`config.mk`:
```
export PLATFORM = sky130hd
export DESIGN_NAME = mbe_queue
export DESIGN_NICKNAME = d
export VERILOG_FILES = /design/src/design/mbe_pkg.sv /design/src/design/mbe_queue.sv
export SDC_FILE = /design/constraint.sdc
export NUM_CORES = 1
export LEC_CHECK = 0
export BUFFER_PORTS_ARGS = -buffer_cell sky130_fd_sc_hd__buf_2
export CAP_MARGIN = 20
export CORE_ASPECT_RATIO = 1.2
export CORE_MARGIN = 2
export CORE_UTILIZATION = 47
export DETAILED_ROUTE_END_ITERATION = 6
export PLACE_DENSITY = 0.77
export SYNTH_ARGS = -nofsm -noshare
export SYNTH_HDL_FRONTEND = slang
export SYNTH_SLANG_ARGS = --single-unit
```
`constraint.sdc`:
```
create_clock -name clk -period 6.85 [get_ports clk]
set_input_delay 1.37 -clock clk [delete_from_list [all_inputs] [get_ports clk]]
set_output_delay 1.37 -clock clk [all_outputs]
set_load 0.05 [all_outputs]
```
`src/design/mbe_pkg.sv`:
```
// Shared types and constants of the Mandelbrot escape-time block.
package mbe_pkg;

	localparam int CFG_W     = 32;
	localparam int REG_IDX_W = 3;
	localparam int ITER_W    = 10;
	localparam int COLOUR_W  = 16;
	localparam int DP_W      = 64;
	localparam int HALF_W    = DP_W / 2;
	localparam int OUT_TDATA_W = ((ITER_W + COLOUR_W + 7) / 8) * 8;
	localparam int QDEPTH    = 2;

	localparam logic [REG_IDX_W-1:0] REG_START_REAL = 3'd0;
	localparam logic [REG_IDX_W-1:0] REG_START_IMAG = 3'd1;
	localparam logic [REG_IDX_W-1:0] REG_STEP_REAL  = 3'd2;
	localparam logic [REG_IDX_W-1:0] REG_STEP_IMAG  = 3'd3;
	localparam logic [REG_IDX_W-1:0] REG_ITER_LIMIT = 3'd4;

	localparam logic [CFG_W-1:0]  START_REAL_RST = 32'hFFDE_6667;
	localparam logic [CFG_W-1:0]  START_IMAG_RST = 32'h0018_0000;
	localparam logic [CFG_W-1:0]  STEP_REAL_RST  = 32'h0000_2666;
	localparam logic [CFG_W-1:0]  STEP_IMAG_RST  = 32'h0000_3333;
	localparam logic [ITER_W-1:0] ITER_LIMIT_RST = 10'd128;

	localparam int COL_MUL_HI = 29;
	localparam int COL_MUL_LO = 67;
	localparam int COL_SHIFT  = 8;

	typedef struct packed {
		logic [CFG_W-1:0]  start_real;
		logic [CFG_W-1:0]  start_imag;
		logic [CFG_W-1:0]  step_real;
		logic [CFG_W-1:0]  step_imag;
		logic [ITER_W-1:0] iteration_limit;
	} cfg_regs_t;

	typedef struct packed {
		logic [DP_W-1:0] cre;
		logic [DP_W-1:0] cim;
	} point_t;

	typedef struct packed {
		logic [COLOUR_W-1:0] pixel_colour;
		logic [ITER_W-1:0]   remaining_count;
	} result_t;

endpackage

```
`src/design/mbe_queue.sv`:
```
// Two-entry queue that carries points from the front end to the engine.
module mbe_queue (
	input  logic            clk,
	input  logic            arst_n,
	input  logic            wr_valid,
	output logic            wr_ready,
	input  mbe_pkg::point_t wr_data,
	output logic            rd_valid,
	input  logic            rd_ready,
	output mbe_pkg::point_t rd_data
);
	import mbe_pkg::*;

	localparam int PTR_W = $clog2(QDEPTH);
	localparam int CNT_W = $clog2(QDEPTH + 1);

	point_t             mem_q [QDEPTH];
	logic [PTR_W-1:0]   wr_ptr_q;
	logic [PTR_W-1:0]   rd_ptr_q;
	logic [CNT_W-1:0]   count_q;
	logic               push;
	logic               pop;

	assign wr_ready = (count_q != CNT_W'(QDEPTH));
	assign rd_valid = (count_q != '0);
	assign push     = wr_valid && wr_ready;
	assign pop      = rd_valid && rd_ready;
	assign rd_data  = mem_q[rd_ptr_q];

	always_ff @(posedge clk or negedge arst_n) begin
		if (!arst_n) begin
			wr_ptr_q <= '0;
			rd_ptr_q <= '0;
			count_q  <= '0;
		end else begin
			if (push) begin
				wr_ptr_q <= (wr_ptr_q == PTR_W'(QDEPTH - 1)) ? '0 : wr_ptr_q + 1'b1;
			end
			if (pop) begin
				rd_ptr_q <= (rd_ptr_q == PTR_W'(QDEPTH - 1)) ? '0 : rd_ptr_q + 1'b1;
			end
			if (push && !pop) begin
				count_q <= count_q + 1'b1;
			end else if (pop && !push) begin
				count_q <= count_q - 1'b1;
			end
		end
	end

	always_ff @(posedge clk) begin
		if (push) begin
			mem_q[wr_ptr_q] <= wr_data;
		end
	end

endmodule

```
# --- Word level (Yosys, flattened, before mapping) ---
# Memory sizes are Yosys's and may differ from the RTL's.
# Cells that the tools add are included.
totals:
  ramBits: 256
  n_memories: 1
  elab_cells: 23
  register_bits: 4
  out_inout_bits: 130
  in_bits: 132
classes:
  n_eq_ne: 1
  mux: 6
  reduce_logical: 8
  addsub: 4
mem_list:
  columns: ["name", "depth", "width", "rd", "rd_clocked_by_memory_dff", "write_ports", "line", "source"]
  rows:
  - ["mem_q", 2, 128, 1, 0, 1, "mbe_queue.sv:17", "point_t mem_q [QDEPTH];"]
op_table:
  columns: ["op", "count"]
  rows:
  - ["$logic_and A1 B1 Y1", 4]
  - ["$mux W1", 4]
  - ["$mux W2", 2]
  - ["$reduce_bool A2 Y1", 2]
  - ["$add A1 B1 Y1 const B", 2]
  - ["$add A2 B1 Y2 const B", 1]
  - ["$logic_not A1 Y1", 2]
  - ["$ne A2 B2 Y1 const B", 1]
  - ["$sub A2 B1 Y2 const B", 1]

# --- Longest topological paths before layout ---
# Gate-level depths: netlist (run 1).
depth:
  word_depth: 6
  depth_mapped: 7
  depth_no_buf: 7

# --- Least setup slack after synthesis (run 1) ---
# Ideal clock, no wire load.
synth_timing:
  path_type: "input-to-reg"
  start: "input port wr_valid"
  end: "memory mem_q[0][0] (netlist name) (enable)"
  slack_ps: -570
  required_time_ps: 6233
  arrival_ps: 6802
  stages: 2
  path_buffers: 0
  setup_time_ps: 617
  path_cell_list: "nand2_1 nor2_1"
synth_via:
  elab_chain_len: 3
synth_lines:
  columns: ["item", "line", "source"]
  rows:
  - ["start: declaration", "mbe_queue.sv:5", "input logic wr_valid,"]
  - ["$logic_and A1 B1 Y1", "mbe_queue.sv:26", "assign push = wr_valid && wr_ready;"]
  - ["$mux W1", "mbe_queue.sv:51", "if (push) begin"]
  - ["$mux W1 (implied by the code)", "mbe_queue.sv:52", "mem_q[wr_ptr_q] <= wr_data;"]
  - ["end: declaration", "mbe_queue.sv:17", null]
# No other way between the ends.

==> results of run 1 <==
kinds of logic after synthesis:
| family | share of synthesized area [%] |
|---|---|
| simple gates | 0.357 |
| xor+xnor | 0.462 |
| mux | 15.2 |
| flops | 82.2 |
| fa+ha+maj | 0.132 |
| buf+inv | 1.64 |
worst register-to-register path, stage by stage (launching register included):
cell      delay [ps]
dfrtp_1          410
nand2b_1         180
and3_4           870
buf_4            730
stage by stage:
step / worst slack [ps] / std cells / total power, mW / cell area, sq um
2_1_floorplan: 1590 / 416 / 4.36 / 9480
3_3_place_gp: 3030 / 927 / 4.77 / 11000
3_5_place_dp: 2990 / 927 / 4.82 / 11000
4_1_cts: 2420 / 975 / 6.25 / 11900
5_1_grt: 2330 / 976 / 6.42 / 11900
6_report: 2540 / 977 / 6.19 / 11900
where the power goes:
part           internal (mW)  switching (mW)
sequential              2.18           0.171
clock                  0.871           0.548
combinational          0.657            1.76
cells in the mapped netlist, drive strengths merged:
library cell and instances:
or2 1, edfxtp 256, nor2 2, nand2b 1, and3 1, mux2 128, nand2 2, buf 14
ha 1, xnor2 3, dfrtp 4, inv 1, xor2 2
final timing paths:
kind                            start             to  slack [ps]  cells after the start
min                        count_q[1]     count_q[1]         500                      1
min reg2reg                count_q[1]     count_q[1]         500                      1
max                          rd_ptr_q    rd_data[47]        2540                      3
max reg2reg                count_q[0]  mem_q[1][106]        4230                      3
max in group asynchronous      arst_n       rd_ptr_q        6050                      1
min in group asynchronous      arst_n     count_q[1]         660                      1
sequential cells by signal, summed over array words and instances, names as in the netlist:
name / cells
mem_q: 256
rd_ptr_q: 1
count_q: 2
wr_ptr_q: 1
per-layer routing:
metal	up-vias	part of all wire [%]
met5	-	0.039
met1	2329	37
li1	2223	-
met4	2	2.9
met3	46	8.3
met2	216	51
layout make-up:
type / count / area share (%)
Clock buffer: 32 / 5.83
Sequential cell: 260 / 65.4
Timing Repair Buffer: 265 / 11.4
Multi-Input combinational cell: 141 / 13.0
Clock inverter: 16 / 1.54
Tap cell: 261 / 2.74
Inverter: 1 / 0.0315
Antenna cell: 1 / 0.0210
==> impl_metrics.py, run 1 <==
metrics = {
    "synthesis": {
        "yosysTopAreaCell": "edfxtp_1",
        "synthCells": 416,
        "synth_area_sq_mm": 0.00947,
        "yosys.area.top_type_share_pct": 81.1,
        "synth.avg_cell_area_sq_um": 22.8,
        "synth_cell_types": 14,
        "ys_warn_count": 0,
        "syn-num-nets": 549,
        "seq_area_frac_synth_pct": 82.2,
        "synthTopCellsByArea": "edfxtp_1, mux2_2, buf_6",
        "synth-seq-cells": 260,
    },
    "worst_setup_path": {
        "cp.buffers_inverters": 2,
        "criticalPathCategory": "reg2out",
        "path_max_fanout": 80,
        "required_ps": 5480,
        "startpoint_type": "flop",
        "cp-end-kind": "output pin",
        "worst_ep_arrival_time_ps": 2940,
        "crit_family": "flip-flops",
        "crit_chain": "buf_4, mux2_2, buf_2",
        "slowest_delay_ps": 1090,
        "slowest_stage": "dfrtp_4",
    },
    "route": {
        "vias": 4816,
        "drc": 0,
        "vias_per_cell": 4.93,
        "ant_nets": 0,
        "routed_wl_um": 17700,
        "drt_first_iter_violations": 274,
        "drt-wirelength-per-cell_um": 18.2,
        "dr.pass1.iters": 4,
    },
    "timing": {
        "period_minus_slack_ps": 4310,
        "fin_setup_tns_ps": 0,
        "rsz0062_at_grt": "false",
        "fmax_mhz": 232,
        "setup_violations": 0,
        "finalCritPeriodShare_pct": 63.0,
        "skew_ps": 6.32,
        "hold_ws_ps": 498,
        "hold_viol_final": 0,
        "drv_slew": 0,
        "worst_pin_slew_ps": 1060,
        "max-slew-margin-rel_pct": 29.1,
    },
    "finish": {
        "layout_commonest_cell": "buf_2",
        "drive_gt1_share_pct": 60.6,
        "final_core_util_pct": 60.5,
        "syn_to_final_growth_pct": 25.7,
        "nets": 828,
        "fillers": 1447,
        "regArea_sq_mm": 0.00779,
        "multi_input_comb_area_sq_mm": 0.00154,
        "mostFrequentLayoutCells": "buf_2, edfxtp_1, mux2_2",
    },
    "grt": {
        "grt_use_total_pct": 15.9,
        "grt_max_degree": 93,
        "grt_pass1_wl_um": 26600,
        "antenna_found_initial": 3,
        "grt_pass1_vias": 5093,
        "met1_usage_pct": 18.8,
        "grt-ovfl-total": 0,
        "busiest_layer": "met2",
        "grt_use_met3_pct": 4.58,
        "use_met2_pct": 27.8,
    },
    "clock_tree": {
        "cts_tree": "yes",
        "cts.sinks": 260,
        "cts_max_level": 1,
        "cts_root_buffer": "clkbuf_16",
        "clkTransAtPathRegs_ps": 60,
        "clockBufferDepth": 3,
        "cts_setup_buffers": 0,
        "clock_latency_ps": 510,
        "numCtsBuffers": 26,
        "cts_resized": 0,
        "holdBufCountCts": 0,
    },
    "die": {
        "die-area_sq_mm": 0.0213,
        "die_w_um": 134,
        "core_area_sq_mm": 0.0197,
        "fp.dieH_um": 160,
        "initial_core_util_pct": 48.1,
        "rows": 56,
        "ios": 262,
    },
    "power": {
        "p_leak_nw": 4.45,
        "peakVddDrop_uv": 453,
        "power.density_mw_per_mm2": 520,
    },
    "place": {
        "gp_congestion": 0.733,
        "io_buffers": 261,
        "place_hpwl_um": 11800,
    },
    "worst_hold_path": {
        "hp-class": "reg2reg",
    },
    "flow_run": {
        "cap_violations": 0,
    },
    "outcome": {
        "outcome": "completed",
    },
}
(Power assumes the default switching activity.)
==> run 2: changes to the inputs <==
clock period = 3.8 ns   (was 6.85 ns; I/O delays follow)
==> run 2 against run 1 <==
Largest cell class unchanged. Sequential power is 76% higher. Non-clock buffer count is 2 higher. Combinational power is 84% higher. Cell count is 0.10% lower. Sequential share of layout area is 0.26 points higher. Sequential cell count stayed put. Highest routed layer unchanged. Worst hold slack worse by 450 ps. Critical endpoint is now rd_data[65]. Global-route usage is 0.080 points higher.
==> impl_metrics.py, run 2 (synthesis results as in run 1) <==
metrics = {
    "outcome": {
        "outcome": "completed",
    },
    "die": {
        "initial_core_util_pct": 48.1,
        "ios": 262,
        "rows": 56,
        "fp.dieH_um": 160,
        "die-area_sq_mm": 0.0213,
        "core_area_sq_mm": 0.0197,
        "die_w_um": 134,
    },
    "place": {
        "gp_congestion": 0.735,
        "dp_cells": 930,
        "post-place-ws_ps": 1160,
        "place_hpwl_um": 11900,
        "io_buffers": 261,
    },
    "worst_setup_path": {
        "crit_chain": "buf_4, mux2_2, buf_2",
        "worst_ep_arrival_time_ps": 2420,
        "crit_family": "flip-flops",
        "cp.buffers_inverters": 2,
        "startpoint_type": "flop",
        "slowest_delay_ps": 740,
        "required_ps": 3040,
        "cp-end-kind": "output pin",
        "path_max_fanout": 37,
        "slowest_stage": "dfrtp_4",
        "criticalPathCategory": "reg2out",
    },
    "route": {
        "routed_wl_um": 17300,
        "ant_nets": 0,
        "drt_first_iter_violations": 226,
        "drt-wirelength-per-cell_um": 17.8,
        "drc": 0,
        "wl_met2_um": 9000,
        "top_layer_used": "met5",
        "vias_per_cell": 4.90,
        "wl_met3_um": 1420,
        "wirelength_met1_um": 6390,
        "vias": 4778,
        "dr.pass1.iters": 4,
    },
    "clock_tree": {
        "clkTransAtPathRegs_ps": 60,
        "cts_setup_buffers": 0,
        "numCtsBuffers": 25,
        "cts_resized": 0,
        "cts.sinks": 260,
        "holdBufCountCts": 0,
        "cts_root_buffer": "clkbuf_16",
        "clock_latency_ps": 520,
        "clockBufferDepth": 3,
        "cts_tree": "yes",
        "cts_max_level": 1,
    },
    "finish": {
        "top_regs": "mem_q: 256 flops, count_q: 2 flops",
        "nets": 829,
        "largest_register_ffs": 256,
        "syn_to_final_growth_pct": 25.2,
        "drive_gt1_share_pct": 61.3,
        "diodes": 0,
        "layout_commonest_cell": "buf_2",
        "fin_cells": 976,
        "mostFrequentLayoutCells": "buf_2, edfxtp_1, mux2_2",
        "top_register": "mem_q",
    },
    "timing": {
        "fmax_mhz": 314,
        "hold_viol_final": 0,
        "hold_ws_ps": 49.7,
        "worst_pin_slew_ps": 922,
        "finalCritPeriodShare_pct": 83.7,
        "rsz0062_at_grt": "false",
        "period_minus_slack_ps": 3180,
        "skew_ps": 8.65,
        "layout_setup_ws_ps": 620,
        "fin_setup_tns_ps": 0,
        "max-slew-margin-rel_pct": 38.5,
        "drv_slew": 0,
        "setup_violations": 0,
    },
    "grt": {
        "grt-ovfl-total": 0,
        "grt_max_degree": 71,
        "grt_pass1_vias": 5245,
        "antenna_found_initial": 3,
        "grt_pass1_wl_um": 26900,
        "grt_use_total_pct": 16.0,
    },
    "power": {
        "power.density_mw_per_mm2": 928,
        "peakVddDrop_uv": 728,
        "p_leak_nw": 4.42,
    },
    "flow_run": {
        "cap_violations": 0,
    },
    "worst_hold_path": {
        "hp-class": "in2async",
    },
}
[run 2: cell count changes in the layout (fill, tap and decap cells not counted), sizes merged]
| cell | previous run | this run |
|---|---|---|
| clkinv | 9 | 10 |
| clkbuf | 32 | 26 |
| diode | 1 | 0 |
| clkinvlp | 2 | 6 |
| buf | 265 | 267 |
| bufinv | 4 | 3 |
[run 2: area by class of cell]
cell class                      count  area [sq um]
Clock buffer                       26           629
Clock inverter                     20           190
Fill cell                        1434          7830
Inverter                            1          3.75
Multi-Input combinational cell    141          1540
Sequential cell                   260          7790
Tap cell                          261           327
Timing Repair Buffer              267          1380
[run 2: metal layers]
layer | up-vias | global-route usage [%]
met5 | - | 0
met4 | 4 | 5.66
met2 | 192 | 28.1
met3 | 46 | 5.25
met1 | 2317 | 18.4
li1 | 2219 | -
[run 2: final timing paths]
kind / start / endpoint / slack, ps / depth (start not counted)
min reg2reg: count_q[1] / count_q[1] / 500 / 1
min in group clk: wr_data[51] / mem_q[1][51] / 430 / 1
max reg2reg: count_q[0] / mem_q[1][25] / 1770 / 3
max: rd_ptr_q / rd_data[65] / 620 / 3
min: arst_n / count_q[0] / 50 / 1
max in group asynchronous: arst_n / rd_ptr_q / 3610 / 1
[run 2: worst register-to-register path: stages (launching register included)]
cell and delay (ps):
dfrtp_1 410, nand2b_1 170, and3_4 530, buf_4 550
[run 2: through the flow]
step | power (mW) | utilization, % | cell area, sq um
after global placement | 8.61 | 56.1 | 11000
after global routing | 11.4 | 60.2 | 11900
final | 11.0 | 60.2 | 11900
after CTS | 11.1 | 60.2 | 11900
after detailed placement | 8.70 | 56.1 | 11000
after floorplan | 7.82 | - | 9480
[run 2: report_power, final]
group / switching [mW] / total (mW) / internal (mW)
logic: 3.26 / 4.45 / 1.19
clock network: 1.00 / 2.42 / 1.41
registers: 0.216 / 4.14 / 3.93
total: 4.48 / 11.0 / 6.53
==> run 3: changes to the inputs <==
clock period = 2.74 ns   (was 3.8 ns; I/O delays follow)
==> run 3 against run 2 <==
Via count rose by 1.3%. Clock power rose by 43%. Largest power group unchanged. Critical path type unchanged. Core utilization rose by 0.33 points. Cell count fell by 0.10%. Cell area rose by 0.55%. Sequential share of layout area fell by 0.36 points. Register-to-register slack got worse by 810 ps. Critical path depth did not move. Global-route usage fell by 0.68 points. Setup slack got worse by 460 ps.
==> impl_metrics.py, run 3 (synthesis results as in run 1) <==
metrics = {
    "outcome": {
        "outcome": "completed",
    },
    "place": {
        "place_hpwl_um": 11500,
        "io_buffers": 261,
        "gp_congestion": 0.727,
        "post-place-ws_ps": 679,
        "dp_cells": 930,
    },
    "flow_run": {
        "cap_violations": 0,
    },
    "die": {
        "core_area_sq_mm": 0.0197,
        "die-area_sq_mm": 0.0213,
        "ios": 262,
        "rows": 56,
        "die_w_um": 134,
        "fp.dieH_um": 160,
        "initial_core_util_pct": 48.1,
    },
    "route": {
        "drc": 0,
        "drt-wirelength-per-cell_um": 17.6,
        "drt_first_iter_violations": 217,
        "ant_nets": 0,
        "vias_per_cell": 4.97,
        "vias": 4841,
        "routed_wl_um": 17200,
        "dr.pass1.iters": 4,
    },
    "timing": {
        "drv_slew": 0,
        "max-slew-margin-rel_pct": 55.5,
        "fin_setup_tns_ps": 0,
        "rsz0062_at_grt": "false",
        "layout_setup_ws_ps": 160,
        "skew_ps": 6.57,
        "worst_pin_slew_ps": 667,
        "hold_viol_final": 0,
        "setup_violations": 0,
        "period_minus_slack_ps": 2580,
        "fmax_mhz": 388,
        "hold_ws_ps": 230,
        "finalCritPeriodShare_pct": 94.2,
    },
    "worst_setup_path": {
        "worst_ep_arrival_time_ps": 2030,
        "required_ps": 2190,
        "cp-end-kind": "output pin",
        "crit_chain": "buf_12, mux2_2, buf_2",
        "path_max_fanout": 89,
        "crit_family": "buffers and inverters",
        "slowest_delay_ps": 420,
        "slowest_stage": "dfrtp_4",
        "criticalPathCategory": "reg2out",
        "startpoint_type": "flop",
        "cp.buffers_inverters": 2,
    },
    "worst_hold_path": {
        "hp-class": "in2reg",
    },
    "clock_tree": {
        "cts_max_level": 1,
        "cts_root_buffer": "clkbuf_16",
        "cts.sinks": 260,
        "numCtsBuffers": 25,
        "clkTransAtPathRegs_ps": 70,
        "cts_setup_buffers": 0,
        "clockBufferDepth": 3,
        "clock_latency_ps": 500,
        "cts_tree": "yes",
    },
    "power": {
        "peakVddDrop_uv": 817,
        "finalPower_mw": 15.4,
        "power.density_mw_per_mm2": 1290,
        "p_leak_nw": 4.46,
    },
    "finish": {
        "largest_register_ffs": 256,
        "fin_cells": 975,
        "syn_to_final_growth_pct": 25.9,
        "top_register": "mem_q",
        "fillers": 1413,
        "mostFrequentLayoutCells": "buf_2, edfxtp_1, mux2_2",
        "layout_commonest_cell": "buf_2",
        "nets": 830,
        "top_regs": "mem_q: 256 flops, count_q: 2 flops",
        "drive_gt1_share_pct": 60.9,
    },
    "grt": {
        "grt_use_total_pct": 15.3,
        "antenna_found_initial": 2,
        "grt-ovfl-total": 0,
        "grt_max_degree": 90,
        "grt_pass1_wl_um": 25700,
        "grt_pass1_vias": 5203,
    },
}
run 3: path summary, 6_finish.rpt:
check	from	end	cells past startpoint	slack (ps)
worst max-delay path	rd_ptr_q	rd_data[95]	3	160
worst min-delay path	wr_data[62]	mem_q[1][62]	1	230
worst max register to register	count_q[0]	mem_q[1][48]	3	960
worst min register to register	count_q[1]	count_q[1]	1	550
max in group asynchronous	arst_n	rd_ptr_q	2	2190
min in group asynchronous	arst_n	count_q[0]	2	400
run 3: area by class of cell:
| cell class | instances | area [sq um] | share of cell area [%] |
|---|---|---|---|
| Sequential cell | 260 | 7790 | 65.3 |
| Multi-Input combinational cell | 141 | 1560 | 13.1 |
| Timing Repair Buffer | 268 | 1410 | 11.8 |
| Clock buffer | 29 | 641 | 5.37 |
| Tap cell | 261 | 327 | 2.74 |
| Clock inverter | 14 | 191 | 1.61 |
| Inverter | 1 | 3.75 | 0.0315 |
| Antenna cell | 1 | 2.50 | 0.0210 |
run 3: where the power goes:
| group | total [mW] | internal [mW] | switching, mW |
|---|---|---|---|
| Combinational | 6.32 | 1.69 | 4.63 |
| Clock | 3.45 | 2.13 | 1.32 |
| Sequential | 5.65 | 5.44 | 0.211 |
run 3: stage by stage:
| stage | util [%] | cell area, sq um |
|---|---|---|
| 2_1_floorplan | - | 9500 |
| 3_3_place_gp | 56.3 | 11100 |
| 3_5_place_dp | 56.3 | 11100 |
| 4_1_cts | 60.6 | 11900 |
| 5_1_grt | 60.6 | 11900 |
| 6_report | 60.6 | 11900 |
run 3: worst reg2reg max path, delay by kind of cell, from the launching register on:
family	cells	cell delay (ps)
buffers and inverters	1	330
flip-flops	1	420
AND/OR/NAND/NOR	2	630
run 3: routing by layer:
| layer | wire [um] | up-vias | global-route usage [%] |
|---|---|---|---|
| li1 | - | 2218 | - |
| met1 | 6480 | 2393 | 16.8 |
| met2 | 9030 | 195 | 28.5 |
| met3 | 1240 | 33 | 4.39 |
| met4 | 387 | 2 | 4.79 |
| met5 | 13 | - | 0 |
run 3: what timing repair did:
item                                    in CTS  in global routing
endpoints found under the setup margin       0                  0
hold buffers                                 1                  0
endpoints found under the hold margin        4                  0
gates resized for setup                      0                  0
